===== src/design/ffba_table_ram.sv =====
// Block table storage for the first-fit block allocator.
// One write port and one registered read port. Depends on nothing.
`timescale 1ns / 1ps

module ffba_table_ram #(
    parameter int unsigned DEPTH = 64,
    parameter int unsigned WIDTH = 59
) (
    input  logic                     aclk,
    input  logic                     we,
    input  logic [$clog2(DEPTH)-1:0] waddr,
    input  logic [WIDTH-1:0]         wdata,
    input  logic                     re,
    input  logic [$clog2(DEPTH)-1:0] raddr,
    output logic [WIDTH-1:0]         rdata
);

    logic [WIDTH-1:0] mem [DEPTH];

    always_ff @(posedge aclk) begin
        if (we) begin
            mem[waddr] <= wdata;
        end
    end

    always_ff @(posedge aclk) begin
        if (re) begin
            rdata <= mem[raddr];
        end
    end

endmodule


===== config.mk =====
export PLATFORM = sky130hd
export DESIGN_NAME = ffba_table_ram
export DESIGN_NICKNAME = d
export VERILOG_FILES = /design/src/design/ffba_table_ram.sv
export SDC_FILE = /design/constraint.sdc
export NUM_CORES = 2
export LEC_CHECK = 0
export ABC_CLOCK_PERIOD_IN_PS = 6000
export BUFFER_PORTS_ARGS = -buffer_cell sky130_fd_sc_hd__buf_4
export CORE_MARGIN = 2
export CORE_UTILIZATION = 37
export DETAILED_ROUTE_END_ITERATION = 10
export HOLD_SLACK_MARGIN = 0.12
export PLACE_DENSITY_LB_ADDON = 0.12
export REMOVE_ABC_BUFFERS = 1
export SYNTH_ARGS = -nofsm -noshare
export SYNTH_HDL_FRONTEND = slang
export SYNTH_SLANG_ARGS = --single-unit

===== constraint.sdc =====
create_clock -name aclk -period 6 [get_ports aclk]
set_input_delay 0 -clock aclk [delete_from_list [all_inputs] [get_ports aclk]]
set_output_delay 0 -clock aclk [all_outputs]
set_load 0.1 [all_outputs]

After elaboration in Yosys (flattened, before gate mapping)
Memory sizes are Yosys's and may differ from the RTL's. A register that Yosys moved wholly into a read port is not among the register bits.
Cells that the tools add are included.
W data, S select, Z words.

storage, ports and cells
  memory bits (writable) = 3776
  input port bits = 74
  memory bits (read-only) = 0
  register bits = 0
  latch bits = 0
  memories kept = 1
  output and inout port bits = 59

memory list
  name  depth  bits a word  read ports  clocked after memory_dff  write ports  RTL line  source
  mem   64     59           1           1                         1            18        logic [WIDTH-1:0] mem [DEPTH];

cells by class
  mux-type cells = 2
  order comparisons = 0
  divide/modulo/power cells = 0
  bitwise logic cells = 0
  $mul = 0
  reduce and logical (&&, ||, !) cells = 0
  $add $sub $neg = 0
  equal/unequal tests = 0
  shift-type cells = 0

operators with widths
  operator  count
  $mux W1   2

Longest topological paths before layout
  depth after elaboration = 2
  depth in mapped cells = 11

Worst setup path before layout
OpenSTA, ideal clock, no wires.

  kind = input -> register
  start = in waddr[3]
  end = mem mem[48][0] (enable)
  stages on the path = 4
  setup slack = 942 ps
  data arrival time = 4510 ps
  required time = 5452 ps
  cells stage by stage = clkbuf_1 -> nor2b_1 -> nand4b_1 -> nor3_1

RTL lines
  item         RTL line  source
  from (decl)  11        input logic [$clog2(DEPTH)-1:0] waddr,
  to (decl)    18

Straight into the memory's write port.

==> results by group <==
Clock network
  – Hold Buf Count CTS: 158
  – Clk pin slew, worst setup/hold paths: 0.06 ns
  – CTS Sinks: 3835
  – CTS Root Cell: clkbuf_16
  – Clk Latency, worst-skew pair: 0.96 ns
  – CTS Buffer Depth: 4
  – Number of CTS-inserted buffers: 412
  – Post-CTS Setup Bufs: 0
  – TritonCTS clock tree: yes
  – H-Tree Depth: 5
  – # resized after CTS: 0

STA
  – Slew @ Worst Pin: roughly 1.4 ns
  – RSZ-0062 raised after global routing: false
  – F_max: roughly 0.26 GHz
  – Setup violators final: 0
  – Final Max Slew Viols: 0
  – Ratio of final minimum period to clock period: 63.8%
  – Skew final: 0.0468 ns
  – Max_slew headroom: 8.90%
  – Fin. Hold Viols: 0
  – Setup TNS: 0 ns
  – Fin crit period: 3.83 ns
  – Final worst setup slack: 2.17 ns

Global route
  – Global-route wire length before repair: 607000 um
  – GR Overflow Total: 0
  – GRT Util Overall: 22.1%
  – Largest net degree at the start of global routing: 110
  – Vias in the first global route: 72257
  – Initial antenna violation count: 32

Placement
  – Buffers added on ports: 132
  – Cell area after placement: about 0.15 mm2
  – DP Worst Slack: between 2 and 2.5 ns
  – Dpl cells: about 11000
  – HPWL Detailed: 237000 um
  – Routability Congestion: 0.750

Finish
  – Area taken by multi-input logic gates: 0.0288 mm2
  – Design area: 0.169 mm2
  – Count of non-filler cells in the finished layout: 12262
  – Final net count: 6807
  – Commonest non-fill, non-tap cell in the layout: edfxtp_1
  – Share of layout cells above drive strength 1: 28.2%
  – Area grow syn2layout: 16.2%
  – Fill cells: 33304
  – Reg area: 0.115 mm2
  – Most frequent cells in the layout: 3835 x edfxtp_1, 948 x mux4_2, 417 x clkbuf_16

Critical path
  – Crit path launch type: primary input
  – CP Data Arrival Time: 4.66 ns
  – CP Capture Type: flip-flop
  – Worst reg2reg path startpoint: mem[47][14]$_DFFE_PP_
  – Max FO, Critical Path: 75
  – Worst path required time: 6.83 ns
  – Kind of critical path: primary input to flip-flop
  – Worst R2R Path Depth: 7
  – R2R Path End: rdata[14]$_DFFE_PP_
  – Critical Path Start: raddr[1]
  – R2R Setup Slk: 3.22 ns

Status
  – Status: finished clean

Die
  – DIE WIDTH: approximately 630 um
  – Site row count: 229
  – DIE AREA: 0.397 mm2
  – Number of I/O pins: 133
  – Initial Util: 37.2%
  – Core area: 0.390 mm2
  – Die Y: 630 um

Power and ir drop
  – Net Sw Frac: between 20% and 30%
  – Combinational share of power: under 10%
  – Cell Int Power: 44.5 mW
  – Leakage: 52.5 nW
  – Net Sw Power: 12.6 mW
  – Sequential share of power: 52.2%
  – Part of the power in the clock network: 42.5%
  – Pwr/cell area: 339 mW/mm2
  – Worst VDD drop: ~0.25 mV

Detailed routing
  – Via count: 70355
  – Wirelength, routed: approximately 440000 um
  – Drt via density: 5.74
  – Avg WL per Cell: 36.2 um
  – DRT antenna net count: 0
  – Number of DRC markers in iteration 0: between 8000 and 9000
  – First-pass detailed-route iteration total: 6
  – Drc violations: 0

Synth
  – Mapped Cells: 6130
  – Part of the Yosys area used for sequential elements: between 70 and 80%
  – Synth warn: 0
  – EDFF count, synth: 3835
  – Mean Syn Cell Area: 23.7 um2
  – Ys flop type: edfxtp_1
  – FF+latch count, synth: 3835
  – Netlist cell types: 31
  – Asr flop ratio synth: 0%
  – Mapped Area: 0.145 mm2

Worst hold path
  – Hold Crit Depth: 2
  – Hold WC Path Type: primary input to flip-flop
  – Hold endpoint: mem[2][20]$_DFFE_PP_
  – Worst min-delay path startpoint: wdata[20]

Flow run
  – # Max-Cap Violations: 0
power by group through the flow:
stage | registers (mW) | logic [mW] | clock network (mW)
after floorplan | 30.6 | 1.09 | 0
after global placement | 30.4 | 2.91 | 0
after detailed placement | 30.4 | 2.94 | 0
after CTS | 29.8 | 3.09 | 24.7
after global routing | 29.8 | 3.21 | 25.7
final | 29.8 | 3.04 | 24.2
flip-flops by register name, indices dropped and copies added (netlist names):
register / flops
mem: 3776
rdata: 59
routing by layer:
metal / track usage (%) / up-vias / routed length, um
met5: 0 / - / 41
met4: 5.47 / 6 / 10900
met3: 3.15 / 581 / 28000
met2: 35.8 / 2624 / 213000
met1: 31.6 / 39467 / 191000
li1: - / 27677 / -
worst max path at each step:
stage                           endpoint  slack, ns  cells past startpoint
floorplan           mem[48][0]$_DFFE_PP_       1.09                      3
global placement     rdata[38]$_DFFE_PP_       2.45                      8
detailed placement   rdata[38]$_DFFE_PP_       2.41                      8
CTS                  rdata[14]$_DFFE_PP_       2.27                     11
global route         rdata[14]$_DFFE_PP_       2.11                     11
finish               rdata[14]$_DFFE_PP_       2.17                     11
cell type report:
class	instances	area share, %
clock inverters	232	1.14
flip-flops and latches	3835	68.3
clock buffers	501	6.38
repair buffers	534	3.21
well taps	5197	3.86
multi-input cells	1950	17.1
diodes	13	0.0193
per-stage QoR:
stage                     hold WS [ns]  total power [mW]  util [%]
after floorplan                 0.0989              31.7         -
after global placement           0.517              33.3      39.5
after detailed placement         0.543              33.3      39.5
after CTS                        0.120              57.6      43.3
after global routing             0.173              58.7      43.3
final                            0.148              57.1      43.3
cell usage after synthesis, types with 10 or more instances:
cell      number  share of area [%]
buf_4         32               0.17
mux4_2       948                 15
nand2b_1      13              0.056
buf_1         42               0.11
buf_2        109               0.38
nor2b_1       20              0.086
a211oi_1      26               0.13
nand2_1       42               0.11
a22o_1        31               0.19
clkbuf_1     152               0.39
a311oi_1      31               0.19
edfxtp_1    3835                 79
o22ai_1      138               0.60
buf_6         10              0.078
a221oi_1      34               0.21
nor4_1        13              0.056
nor2_1       207               0.54
a21oi_1      108               0.37
mux2i_1      262                1.8
o221ai_1      45               0.27
worst max-delay path, cell delays in order:
cell           delay [ns]
dlygate4sd3_1        0.56
buf_8                0.45
buf_12               0.52
nand2b_2             0.57
buf_4                0.55
o22ai_1              0.15
nor2_1               0.19
a21oi_1              0.09
dlygate4sd3_1        0.59
nor2_1               0.08
dlygate4sd3_1        0.56
cells by family after synthesis:
family | after synthesis | synth area share, %
AO/OA/AOI/OAI | 414 | 1.96
buffers and inverters | 345 | 1.12
flip-flops | 3835 | 79.4
multiplexers | 1214 | 16.6
AND/OR/NAND/NOR | 322 | 0.967
(Power assumes the default switching activity.)
